===== src/hw/rtl/rlhm_pkg.sv =====
`timescale 1ns / 1ps
// ----------------------------------------------------------------------------
// Radio link health monitor package
// Event codes, configuration register indexes and field widths that are
// shared by the monitor and its checker.
// ----------------------------------------------------------------------------
package rlhm_pkg;

    localparam int COUNT_W  = 16;
    localparam int STAMP_W  = 32;
    localparam int WINDOW_W = 16;
    localparam int THRESH_W = 9;
    localparam int TOTAL_W  = COUNT_W + 1;
    localparam int SCALED_W = COUNT_W + 8;
    localparam int PROD_W   = THRESH_W + TOTAL_W;
    localparam int CFG_IDX_W  = 3;
    localparam int CFG_DATA_W = 16;

    typedef enum logic [1:0] {
        ACT_TX_SUCCESS = 2'd0,
        ACT_TX_FAILURE = 2'd1,
        ACT_STATUS     = 2'd2,
        ACT_QUALITY    = 2'd3
    } action_t;

    typedef enum logic [CFG_IDX_W-1:0] {
        REG_LINK_ENABLED   = 3'd0,
        REG_SUCCESS_WINDOW = 3'd1,
        REG_FAILURE_WINDOW = 3'd2,
        REG_STATUS_THRESH  = 3'd3,
        REG_QUALITY_THRESH = 3'd4
    } cfg_index_t;

    localparam logic [WINDOW_W-1:0] SUCCESS_WINDOW_RST = 16'd2000;
    localparam logic [WINDOW_W-1:0] FAILURE_WINDOW_RST = 16'd1000;
    localparam logic [THRESH_W-1:0] STATUS_THRESH_RST  = 9'd128;
    localparam logic [THRESH_W-1:0] QUALITY_THRESH_RST = 9'd179;
    localparam logic [COUNT_W-1:0]  COUNT_MAX          = '1;

endpackage


===== src/hw/rtl/radio_link_health_monitor_unit.sv =====
`timescale 1ns / 1ps
// ----------------------------------------------------------------------------
// Radio link health monitor
// Counts transmit outcomes, keeps the link-good flag and status LED level,
// and answers link quality checks, one event per cycle unless the output stalls.
// ----------------------------------------------------------------------------
// Events arrive on the input channel (in_valid, in_stall, action, now_ms) and
// each produces exactly one result transaction on the output channel
// (out_valid, out_stall and the result fields).
// An accepted event is held in the input register; the counters, the two age
// comparisons and the 9 x 17 bit rate multiply then update the state and load
// the result register, which drives the output, once that register is free.
// One event is taken in every cycle while the receiver does not stall.
// When the receiver stalls, the result register holds its transaction and the
// input register can still take one more event; in_stall rises only when both
// are full.
// Configuration is written through cfg_we, cfg_index and cfg_data; the user must
// write it only while the block is idle (the block does not enforce this), and
// writes to unknown indexes are ignored. Reset clears the counters, stamps,
// flags and both registers and loads the default configuration (link disabled).
// ----------------------------------------------------------------------------
module radio_link_health_monitor_unit
    import rlhm_pkg::*;
(
    input  logic                  clk,
    input  logic                  rst_n,
    input  logic                  cfg_we,
    input  logic [CFG_IDX_W-1:0]  cfg_index,
    input  logic [CFG_DATA_W-1:0] cfg_data,
    input  logic                  in_valid,
    output logic                  in_stall,
    input  logic [1:0]            action,
    input  logic [STAMP_W-1:0]    now_ms,
    output logic                  out_valid,
    input  logic                  out_stall,
    output logic                  link_healthy,
    output logic                  led_level,
    output logic                  quality_ok,
    output logic [COUNT_W-1:0]    successes,
    output logic [COUNT_W-1:0]    failures
);

    logic                link_enabled_reg;
    logic [WINDOW_W-1:0] success_window_reg;
    logic [WINDOW_W-1:0] failure_window_reg;
    logic [THRESH_W-1:0] status_thresh_reg;
    logic [THRESH_W-1:0] quality_thresh_reg;

    logic [COUNT_W-1:0]  success_total_reg, success_total_next;
    logic [COUNT_W-1:0]  failure_total_reg, failure_total_next;
    logic [STAMP_W-1:0]  success_stamp_reg, success_stamp_next;
    logic [STAMP_W-1:0]  failure_stamp_reg, failure_stamp_next;
    logic                good_flag_reg, good_flag_next;
    logic                blink_reg, blink_next;
    logic                led_reg, led_next;
    logic                quality_next;

    logic                in_valid_reg;
    action_t             in_action_reg;
    logic [STAMP_W-1:0]  in_now_reg;

    logic                out_valid_reg;
    logic                out_good_reg;
    logic                out_led_reg;
    logic                out_quality_reg;
    logic [COUNT_W-1:0]  out_successes_reg;
    logic [COUNT_W-1:0]  out_failures_reg;

    logic                out_load;
    logic                in_load;
    logic [STAMP_W-1:0]  success_age;
    logic [STAMP_W-1:0]  failure_age;
    logic                success_recent;
    logic                failure_recent;
    logic [TOTAL_W-1:0]  rate_total;
    logic [SCALED_W-1:0] scaled_successes;
    logic [PROD_W-1:0]   status_product;
    logic [PROD_W-1:0]   quality_product;
    logic                status_rate_ok;
    logic                quality_rate_ok;

    assign out_load = in_valid_reg && (!out_valid_reg || !out_stall);
    assign in_load  = in_valid && !in_stall;
    assign in_stall = in_valid_reg && !out_load;

    always_ff @(posedge clk or negedge rst_n)
    begin
        if (!rst_n)
        begin
            link_enabled_reg   <= 1'b0;
            success_window_reg <= SUCCESS_WINDOW_RST;
            failure_window_reg <= FAILURE_WINDOW_RST;
            status_thresh_reg  <= STATUS_THRESH_RST;
            quality_thresh_reg <= QUALITY_THRESH_RST;
        end
        else if (cfg_we)
        begin
            case (cfg_index)
                REG_LINK_ENABLED:   link_enabled_reg   <= cfg_data[0];
                REG_SUCCESS_WINDOW: success_window_reg <= cfg_data[WINDOW_W-1:0];
                REG_FAILURE_WINDOW: failure_window_reg <= cfg_data[WINDOW_W-1:0];
                REG_STATUS_THRESH:  status_thresh_reg  <= cfg_data[THRESH_W-1:0];
                REG_QUALITY_THRESH: quality_thresh_reg <= cfg_data[THRESH_W-1:0];
                default:            ;
            endcase
        end
    end

    always_ff @(posedge clk or negedge rst_n)
    begin
        if (!rst_n)
        begin
            in_valid_reg <= 1'b0;
        end
        else if (in_load)
        begin
            in_valid_reg <= 1'b1;
        end
        else if (out_load)
        begin
            in_valid_reg <= 1'b0;
        end
    end

    always_ff @(posedge clk)
    begin
        if (in_load)
        begin
            in_action_reg <= action_t'(action);
            in_now_reg    <= now_ms;
        end
    end

    assign success_age      = in_now_reg - success_stamp_reg;
    assign failure_age      = in_now_reg - failure_stamp_reg;
    assign success_recent   = success_age < {{(STAMP_W-WINDOW_W){1'b0}}, success_window_reg};
    assign failure_recent   = failure_age < {{(STAMP_W-WINDOW_W){1'b0}}, failure_window_reg};
    assign rate_total       = {1'b0, success_total_reg} + {1'b0, failure_total_reg};
    assign scaled_successes = {success_total_reg, 8'd0};
    assign status_product   = PROD_W'(status_thresh_reg) * PROD_W'(rate_total);
    assign quality_product  = PROD_W'(quality_thresh_reg) * PROD_W'(rate_total);
    assign status_rate_ok   = PROD_W'(scaled_successes) > status_product;
    assign quality_rate_ok  = PROD_W'(scaled_successes) > quality_product;

    always_comb
    begin
        success_total_next = success_total_reg;
        failure_total_next = failure_total_reg;
        success_stamp_next = success_stamp_reg;
        failure_stamp_next = failure_stamp_reg;
        good_flag_next     = good_flag_reg;
        blink_next         = blink_reg;
        led_next           = led_reg;
        quality_next       = 1'b0;
        case (in_action_reg)
            ACT_TX_SUCCESS:
            begin
                if (link_enabled_reg)
                begin
                    if (success_total_reg != COUNT_MAX)
                    begin
                        success_total_next = success_total_reg + 1'b1;
                    end
                    success_stamp_next = in_now_reg;
                end
            end
            ACT_TX_FAILURE:
            begin
                if (link_enabled_reg)
                begin
                    if (failure_total_reg != COUNT_MAX)
                    begin
                        failure_total_next = failure_total_reg + 1'b1;
                    end
                    failure_stamp_next = in_now_reg;
                end
            end
            ACT_STATUS:
            begin
                if (!link_enabled_reg)
                begin
                    led_next = 1'b0;
                end
                else
                begin
                    good_flag_next = (success_total_reg != '0) && status_rate_ok
                                     && success_recent;
                    if (good_flag_next)
                    begin
                        led_next = 1'b1;
                    end
                    else if (failure_recent)
                    begin
                        blink_next = !blink_reg;
                        led_next   = !blink_reg;
                    end
                    else
                    begin
                        led_next = 1'b0;
                    end
                end
            end
            ACT_QUALITY:
            begin
                quality_next = link_enabled_reg && (success_total_reg != '0)
                               && quality_rate_ok && success_recent;
            end
            default:
            begin
                quality_next = 1'b0;
            end
        endcase
    end

    always_ff @(posedge clk or negedge rst_n)
    begin
        if (!rst_n)
        begin
            success_total_reg <= '0;
            failure_total_reg <= '0;
            success_stamp_reg <= '0;
            failure_stamp_reg <= '0;
            good_flag_reg     <= 1'b0;
            blink_reg         <= 1'b0;
            led_reg           <= 1'b0;
            out_valid_reg     <= 1'b0;
        end
        else
        begin
            if (out_load)
            begin
                success_total_reg <= success_total_next;
                failure_total_reg <= failure_total_next;
                success_stamp_reg <= success_stamp_next;
                failure_stamp_reg <= failure_stamp_next;
                good_flag_reg     <= good_flag_next;
                blink_reg         <= blink_next;
                led_reg           <= led_next;
                out_valid_reg     <= 1'b1;
            end
            else if (!out_stall)
            begin
                out_valid_reg <= 1'b0;
            end
        end
    end

    always_ff @(posedge clk)
    begin
        if (out_load)
        begin
            out_good_reg      <= good_flag_next;
            out_led_reg       <= led_next;
            out_quality_reg   <= quality_next;
            out_successes_reg <= success_total_next;
            out_failures_reg  <= failure_total_next;
        end
    end

    assign out_valid    = out_valid_reg;
    assign link_healthy = out_good_reg;
    assign led_level    = out_led_reg;
    assign quality_ok   = out_quality_reg;
    assign successes    = out_successes_reg;
    assign failures     = out_failures_reg;

endmodule


===== config.mk =====
export PLATFORM = sky130hd
export DESIGN_NAME = radio_link_health_monitor_unit
export DESIGN_NICKNAME = d
export VERILOG_FILES = /design/src/hw/rtl/rlhm_pkg.sv /design/src/hw/rtl/radio_link_health_monitor_unit.sv
export SDC_FILE = /design/constraint.sdc
export NUM_CORES = 1
export LEC_CHECK = 0
export BUFFER_PORTS_ARGS = -buffer_cell sky130_fd_sc_hd__buf_4
export CAP_MARGIN = 20
export CORE_ASPECT_RATIO = 1.1
export CORE_UTILIZATION = 65
export CTS_CLUSTER_SIZE = 10
export DETAILED_ROUTE_END_ITERATION = 16
export PLACE_DENSITY = 0.87
export SLEW_MARGIN = 10
export SYNTH_ARGS = -nofsm -noshare
export SYNTH_HDL_FRONTEND = slang
export SYNTH_SLANG_ARGS = --single-unit

===== constraint.sdc =====
create_clock -name clk -period 9.76 [get_ports clk]
set_input_delay 0.488 -clock clk [delete_from_list [all_inputs] [get_ports clk]]
set_output_delay 0.488 -clock clk [all_outputs]
set_load 0.1 [all_outputs]

---- Word level (Yosys, flattened, before mapping) ----
Cells that the tools add are included.
storage, ports and cells
  output and inout port bits .............. 37
  register bits after elaboration ......... 221
  bits of input ports ..................... 58
  logic and storage cells ................. 85
cells by class
  add/subtract/negate cells ............... 5
  equality and inequality tests ........... 10
  multiply operators ...................... 2
  multiplexer cells ....................... 16
  bitwise operators ....................... 1
  reduce and logical (&&, ||, !) cells .... 26
  magnitude comparators ................... 4
operators with widths
  kind                     count
  $mux W16                 6
  $lt A32 B16 Y1           2
  $sub A32 B32 Y32         2
  $gt A24 B26 Y1           2
  $mul A9 B17 Y26          2
  $add A16 B1 Y16 const B  2
  $ne A16 B16 Y1 const B   2
  $add A16 B16 Y17         1
  $reduce_bool A16 Y1      1
  $mux W1                  10
  $reduce_and A2 Y1        5
  $logic_and A1 B1 Y1      8
  $eq A3 B2 Y1 const B     2
  $reduce_and A3 Y1        2
  $logic_not A1 Y1         5
  $reduce_and A5 Y1        1
  $eq A2 B2 Y1 const B     2
  $eq A3 B1 Y1 const B     1
  $eq A3 B3 Y1 const B     1
  $logic_not A3 Y1         1
  $eq A2 B1 Y1 const B     1
  $logic_not A2 Y1         1
  $ne A2 B1 Y1 const B     1
  $reduce_bool A2 Y1       1
  2 further kinds          2

---- Logic depth before layout (Yosys ltp) ----
Gate-level depths: netlist of run 1.
  depth in word-level cells ............... 8
  mapped depth ............................ 42
  depth with buffers taken out ............ 41

---- Worst setup path before layout of run 1 ----
OpenSTA, ideal clock, no wires.
  path kind ............................... reg-to-reg
  start point ............................. register success_total_reg[0]
  end point ............................... register blink_reg
  data required time ...................... 9.681 ns
  path slack .............................. 1.404 ns
  path buffers ............................ 1
  stages on the path, launching flop included .. 43
  arrival ................................. 8.277 ns
  setup time .............................. 0.079 ns
  clock period less this slack ............ 8.356 ns
  cell sequence ........................... dfrtp_1 ha_1 inv_1 fa_1 nor2b_1 o21ai_0 a21boi_1 o21ai_0 a21oi_1 o21ai_1 a21o_1 nor2b_1 xnor2_1 clkbuf_1 nand2_1 fa_1 inv_1 fa_1 [7 not listed] a31oi_1 o21a_1 o21a_1 nand2b_1 a21oi_1 nor3_1 o21bai_1 a21oi_1 xor2_1 ha_1 nand2_1 nor2_1 nand2_1 or4_1 o21ai_0 nor4_1 a311oi_2 xor2_1
between the ends
  cells in the longest elaborated chain, start to end .. 7
RTL lines
  what                                    RTL line                               RTL
  from (decl)                             radio_link_health_monitor_unit.sv:49   logic [COUNT_W-1:0] success_total_reg, success_total_next;
  from (signal assigned)                  radio_link_health_monitor_unit.sv:232  success_total_reg <= success_total_next;
  $add A16 B16 Y17                        radio_link_health_monitor_unit.sv:138  assign rate_total = {1'b0, success_total_reg} + {1'b0, failure_total_reg};
  $mul A9 B17 Y26                         radio_link_health_monitor_unit.sv:140  assign status_product = PROD_W'(status_thresh_reg) * PROD_W'(rate_total);
  $gt A24 B26 Y1                          radio_link_health_monitor_unit.sv:142  assign status_rate_ok = PROD_W'(scaled_successes) > status_product;
  $logic_and A1 B1 Y1 (*)                 radio_link_health_monitor_unit.sv:186  good_flag_next = (success_total_reg != '0) && status_rate_ok
  $logic_and A1 B1 Y1 (*)                 radio_link_health_monitor_unit.sv:187  && success_recent;
  $not A1 Y1 (no source line) (*)         --
  $reduce_and A5 Y1 (no source line) (*)  --
  to (signal assigned)                    radio_link_health_monitor_unit.sv:237  blink_reg <= blink_next;
  to (decl)                               radio_link_health_monitor_unit.sv:54   logic blink_reg, blink_next;
Mark *: on every way between the ends. The rest lies on a longest branch, timed or not.
A chain may end at the register's enable or synchronous reset.

---- Worst setup path in the final report of run 1 ----
  start point ............................. register failure_total_reg[0]
  end point ............................... register blink_reg
between the ends
  cells in the longest elaborated chain, start to end .. 7
RTL lines
  what                                RTL line                               RTL
  from (decl)                         radio_link_health_monitor_unit.sv:50   logic [COUNT_W-1:0] failure_total_reg, failure_total_next;
  from (signal assigned)              radio_link_health_monitor_unit.sv:233  failure_total_reg <= failure_total_next;
  $add A16 B16 Y17                    radio_link_health_monitor_unit.sv:138
  $mul A9 B17 Y26                     radio_link_health_monitor_unit.sv:140
  $gt A24 B26 Y1                      radio_link_health_monitor_unit.sv:142
  $logic_and A1 B1 Y1                 radio_link_health_monitor_unit.sv:186
  $logic_and A1 B1 Y1                 radio_link_health_monitor_unit.sv:187
  $not A1 Y1 (no source line)         --
  $reduce_and A5 Y1 (no source line)  --
Every way passes these cells.

==> metrics.md, run 1 <==
| Metric | Value |
|---|---|
| Pre-CTS setup slack | around 0.68 ns |
| Post-route worst setup slack | roughly 0.56 ns |
| FF-to-FF End | blink_reg$_DFFE_PN0P_ |
| Largest net degree at the start of global routing | 91 |
| Unrepaired setup endpoints after global routing | no |
| Worst skew pair latency | between 0.5 and 0.6 ns |
| PortBufs | 94 |
| CTS sink cnt | 221 |
| Net Count, Synth | 3139 |
| Register area share after synthesis | 0.2463 |
| Crit Path Max Fanout | 7 |
| Vias in the first global route | 20680 |
| Non-filler cells, final | between 3000 and 4000 |
| Yosys reg bits | 221 |
| Arr. time, crit path | between 9 and 10 ns |
| Ports | between 90 and 100 |
| Post-CTS Hold Buffers | 0 |
| Final setup viols | 0 |
| Clk_skew | between 0.03 and 0.04 ns |
| Reg2reg start | failure_total_reg[0]$_DFFE_PN0P_ |
| Initial Utilization | 0.6605 |
| N_diodes | 0 |
| Most frequent cells in the layout | inv_1, nand2_1, ha_1 |
| R2R setup slack | 0.56 ns |
| Commonest non-fill, non-tap cell in the layout | inv_1 |
| Syn avg cell area | 9.103 um^2 |
| Router iterations before antenna repair | 6 |
| Max Slew Vio Count | 0 |
| Met2 Resource Use GR | 0.5979 |
| Post-synth cell types | 93 |
| Worst Max-Slew Pin Slew | 1.131 ns |
| Status | completed |
| Reg area | 5899 um^2 |
| Util after Layout | 0.7143 |
| Gate Count Post-Synth | ~2600 |
| Worst Setup Start Kind | flop |
| Gpl congestion | between 0.9 and 1 |
| Start point of the critical path | failure_total_reg[0]$_DFFE_PN0P_ |
| Total routed wirelength | 60190 um |
| Die width | 185.0 um |
| Compound-gate portion of the synthesized area | 0.1252 |
| Hold_ws | 0.04203 ns |
| Number of routed nets with antenna violations | 0 |
| Warnings from Yosys | 0 |
| Overall Power | about 6.4 mW |
| Multi-input logic area | between 15000 and 20000 um^2 |
| CTS Buf Count | 26 |
| Setup Fix Bufs, Post-CTS | 0 |
| Clock tree buffer depth | 3 |
| Die Height | 203.3 um |
| Final Hold Vio Count | 0 |
| Relative slew slack | 0.2403 |
| Clock transition at path regs | around 0.070 ns |
| Slowest stage cell, crit path | a311oi_2 |
| Grt ovf | 0 |
| Drc violations | 0 |
| Met3 usage | 0.04161 |
| Max_cap viols | 0 |
| Adder-cell share of the synthesized area | 0.3025 |
| Xor and xnor fraction of the mapped netlist area | 0.04535 |
| Setup_tns | 0 ns |
| Antenna violations before repair | 0 |
| CTS tree | built |
| WL/cell | 18.82 um |
| Met1 Use GR | 0.3873 |
| Critical path endpoint | blink_reg$_DFFE_PN0P_ |
| Tcrit/Tclk final | 0.9428 |
| Global-route wire length before repair | 99860 um |
| Ys flop type | dfrtp_1 |
| Total GRT Usage | 0.3330 |
| F_max | roughly 110 MHz |
| DR iter-0 viols | 1173 |
| Share of layout cells above drive strength 1 | 0.09849 |
| DP Area | approximately 25000 um^2 |
| Critical Path Max Stage Delay | 0.56 ns |
| Core Box Area | 36260 um^2 |
| CP endpoint kind | flop |
| Setup CP Type | reg2reg |
| Multiplexer share of the synthesized area | 0.03343 |
| Nets | 3199 |
| Inst Count DP | roughly 3100 |
| Post-synthesis simple-gate area fraction | 0.1735 |
| Hold Crit Class | in2async |
| Fraction of registers with async set or reset after synthesis | 0.6878 |
| Vias per cell | 6.067 |
| Synth Cell Area | 23950 um^2 |
| Worst Path Required | between 10 and 15 ns |
| Root Buffer | clkbuf_16 |
| Post-layout instance area | 25900 um^2 |
| Leak | ~12 nW |
| Area delta synth->final | 8.139% |
| Busiest metal layer after global routing | met2 |
| Post-synth EDFFs | 69 |
| PwrDens | 246.0 nW/um^2 |
| Via count | 19400 |
| Reg2reg path depth | 41 |
| DP HPWL | 46810 um |
| Min Tclk post-route | 9.202 ns |
| Die area | 37620 um^2 |
| # rows | 73 |
| Largest family of logic cells by synthesized area | adder cells |
| VDD IR-drop max | between 200 and 250 uV |
| Fillers | 2658 |
| H-tree depth | 1 |
logic make-up after synthesis:
kind of cell / after synthesis
buf+inv: 466
xor+xnor: 124
simple gates: 834
compound gates: 464
fa+ha+maj: 450
mux: 72
flops: 221
synth_stat cells, types with 68 or more instances:
cell type	n	share of area
a21oi_1	109	0.023
and2_1	157	0.041
clkbuf_1	68	0.011
dfrtp_1	134	0.14
edfxtp_1	69	0.087
fa_1	215	0.18
ha_1	235	0.12
inv_1	379	0.059
nand2_1	309	0.048
nor2_1	109	0.017
o21ai_0	128	0.027
xnor2_1	72	0.026
final cells by class:
cell class | instances | share of cell area
clock buffers | 46 | 0.02841
clock inverters | 2 | 0.0008213
inverters | 381 | 0.05522
multi-input cells | 1944 | 0.6296
flip-flops and latches | 221 | 0.2278
well taps | 487 | 0.02353
repair buffers | 117 | 0.03464
worst max-delay path, delay by kind of cell, from the launching register on:
family	cells	cell delay, ns
adders and majority gates	8	3.27
AOI/OAI and AO/OA	16	3.16
and+or+nand+nor	11	1.72
DFF	1	0.46
xor gates and xnor gates	2	0.33
buffers and inverters	4	0.20
routing by layer:
layer,up-vias,share of wire
met5,-,0
met4,0,0.054
met3,221,0.052
met2,717,0.51
met1,9572,0.38
li1,8891,-
timing repair:
| action | CTS | global route |
|---|---|---|
| setup endpoints to repair | 0 | 4 |
| endpoints found under the hold margin | 0 | 0 |
| gates resized for setup | 0 | 3 |
report_power, final:
part	leakage [nW]	switching (mW)	total [mW]	internal [mW]
clock	0.361	0.389	0.895	0.506
sequential	2.54	0.218	1.40	1.18
combinational	9.57	2.43	4.08	1.64
total	12.5	3.04	6.37	3.33
worst min-delay path by stage:
stage,startpoint,to,cells after the start
finish,rst_n,failure_stamp_reg[22]$_DFFE_PN0P_,1
global placement,led_reg$_DFFE_PN0P_,led_reg$_DFFE_PN0P_,2
floorplan,rst_n,blink_reg$_DFFE_PN0P_,0
CTS,rst_n,blink_reg$_DFFE_PN0P_,1
detailed placement,led_reg$_DFFE_PN0P_,led_reg$_DFFE_PN0P_,2
global route,now_ms[4],in_now_reg[4]$_DFFE_PP_,1
(Power assumes the default switching activity.)
==> inputs of run 2 (changes only) <==
--- a/config.mk
+++ b/config.mk
@@ -12,5 +12,5 @@
 export CTS_CLUSTER_SIZE = 10
 export DETAILED_ROUTE_END_ITERATION = 16
-export PLACE_DENSITY = 0.87
+export PLACE_DENSITY = 0.83
 export SLEW_MARGIN = 10
 export SYNTH_ARGS = -nofsm -noshare
==> constraint.sdc (replaced) <==
create_clock -name clk -period 9.76 [get_ports clk]
set_input_delay 0.976 -clock clk [delete_from_list [all_inputs] [get_ports clk]]
set_output_delay 0.976 -clock clk [all_outputs]
set_load 0.1 [all_outputs]
==> run 2 against run 1 <==
- worst hold slack better by 0.45 ns
- non-clock buffer count up 6
- cell count up 0.22%
- utilization up 0.23 points
- first-iteration DRC count up 3.7%
- via count down 0.87%
- register-to-register slack better by 0.09 ns
- design area up 0.32%
- power down 0.13%
- clock-buffer cell count down 1
- setup slack better by 0.086 ns
==> metrics.md, run 2 (same netlist as run 1, synthesis figures left out) <==
| Metric | Value |
|---|---|
| Combinational Power Share | 0.639 |
| Most common cell on crit path | fa_1 |
| Share of layout cells above drive strength 1 | 0.1023 |
| # rows | 73 |
| DP HPWL | 46460 um |
| VDD IR-drop max | 300.8 uV |
| Worst Max-Slew Pin Slew | around 1.0 ns |
| Via count | 19230 |
| Setup CP Type | reg2reg |
| Setup_tns | 0 ns |
| CTS tree | built |
| Sw power | 3.013 mW |
| CP endpoint kind | flop |
| Drc violations | 0 |
| Clock tree buffer depth | 3 |
| CTS Buf Count | 27 |
| Core Box Area | 36260 um^2 |
| Fillers | 2665 |
| Multi-input logic area | 16330 um^2 |
| Root Buffer | clkbuf_16 |
| Hold Crit Class | in2async |
| Ports | between 90 and 100 |
| Initial Utilization | 0.6605 |
| Status | completed |
| Net Sw Frac | 0.4736 |
| F_max | 109.7 MHz |
| Worst Setup Start Kind | flop |
| Clock power frac | 0.141 |
| Max_cap viols | 0 |
| Hold_ws | between 0.4 and 0.5 ns |
| Vias in the first global route | about 20000 |
| Grt ovf | 0 |
| PortBufs | 94 |
| Final setup viols | 0 |
| Worst Path Required | 10.23 ns |
| Critical Path Max Stage Delay | between 0.5 and 0.6 ns |
| Global-route wire length before repair | 96740 um |
| PwrDens | 244.8 nW/um^2 |
| Leak | 12.53 nW |
| Relative slew slack | 0.3028 |
| Clock transition at path regs | 0.06 ns |
| Sequential power share | 0.219 |
| Internal | 3.349 mW |
| Clk_skew | roughly 0.024 ns |
| DR iter-0 viols | about 1200 |
| Total GRT Usage | 0.3241 |
| Arr. time, crit path | 9.58 ns |
| Total routed wirelength | 59280 um |
| N_diodes | 0 |
| Reg area | 5899 um^2 |
| H-tree depth | 1 |
| Die area | roughly 38000 um^2 |
| Largest net degree at the start of global routing | slightly below 90 |
| Max Slew Vio Count | 0 |
| Area delta synth->final | 8.489% |
| CTS sink cnt | about 220 |
| Worst skew pair latency | about 0.55 ns |
| Final Hold Vio Count | 0 |
| WL/cell | 18.50 um |
| Antenna violations before repair | 0 |
| Non-filler cells, final | 3205 |
| Die width | 185.0 um |
| Commonest non-fill, non-tap cell in the layout | inv_1 |
| Crit Path Max Fanout | 6 |
| Tcrit/Tclk final | 0.9340 |
| Router iterations before antenna repair | 5 |
| Most frequent cells in the layout | inv_1, nand2_1, ha_1 |
| Nets | between 3000 and 4000 |
| Slowest stage cell, crit path | fa_1 |
| Number of routed nets with antenna violations | 0 |
| Die Height | roughly 200 um |
| Gpl congestion | 0.9467 |
| Vias per cell | 6.001 |
| Min Tclk post-route | 9.116 ns |
| Inst Count DP | 3152 |
## run 2: cell types whose count changed in the layout (fill, tap and decap cells not counted), sizes merged
cell,before,now
buf,117,123
clkbuf,46,45
clkinv,2,3
inv,381,382
## run 2: timing repair
| action | in CTS | in global routing |
|---|---|---|
| gates resized for setup | 0 | 6 |
| endpoints found under the setup margin | 0 | 4 |
| setup buffers | 0 | 3 |
| hold buffers | 0 | 0 |
## run 2: routing by layer
| metal | part of all wire | GRT usage |
|---|---|---|
| met5 | 0 | 0 |
| met4 | 0.061 | 0.1883 |
| met1 | 0.38 | 0.3763 |
| met2 | 0.51 | 0.5771 |
| met3 | 0.047 | 0.03518 |
## run 2: worst paths after layout
check | cells after the start | startpoint | slack, ns | to
max in group asynchronous | 2 | rst_n | 7.76 | success_total_reg[0]$_DFFE_PN0P_
min in group clk | 1 | in_valid_reg$_DFFE_PN0P_ | 0.50 | out_valid$_DFFE_PN0P_
max reg2reg | 41 | failure_total_reg[0]$_DFFE_PN0P_ | 0.64 | blink_reg$_DFFE_PN0P_
min | 1 | rst_n | 0.50 | failure_stamp_reg[22]$_DFFE_PN0P_
max | 41 | failure_total_reg[0]$_DFFE_PN0P_ | 0.64 | blink_reg$_DFFE_PN0P_
min reg2reg | 1 | in_valid_reg$_DFFE_PN0P_ | 0.50 | out_valid$_DFFE_PN0P_
## run 2: power groups by stage
stage / clock, mW / combinational [mW] / sequential, mW
detailed placement: 0 / 3.99 / 1.40
global placement: 0 / 3.85 / 1.39
floorplan: 0 / 2.95 / 1.39
global route: 0.940 / 4.56 / 1.42
CTS: 0.910 / 4.04 / 1.39
finish: 0.900 / 4.07 / 1.40
## run 2: worst max-delay path, delay by kind of cell (launching register included)
kind,cells,cell delay (ns)
AOI/OAI and AO/OA,16,2.71
DFF,1,0.47
buffers and inverters,4,0.21
adders and majority gates,8,3.22
and+or+nand+nor,10,1.63
xor gates and xnor gates,3,0.80
## run 2: cell type report
type / instances / share of cell area
multi-input combinational: 1944 / 0.6286
sequential: 221 / 0.2270
inverter: 381 / 0.05504
timing repair buffer: 123 / 0.03597
clock buffer: 45 / 0.02899
tap: 487 / 0.02345
clock inverter: 4 / 0.0009149
## run 2: stage by stage
step           setup slack (ns)  power [mW]  cell area (um^2)  utilization
6_report                 0.6442       6.362             25980       0.7166
5_1_grt                -0.01745       6.915             25980       0.7166
2_1_floorplan             1.404       4.335             23950            -
3_3_place_gp             0.9457       5.243             25130       0.6931
4_1_cts                  0.5681       6.335             25910       0.7145
3_5_place_dp             0.5832       5.392             25130       0.6931
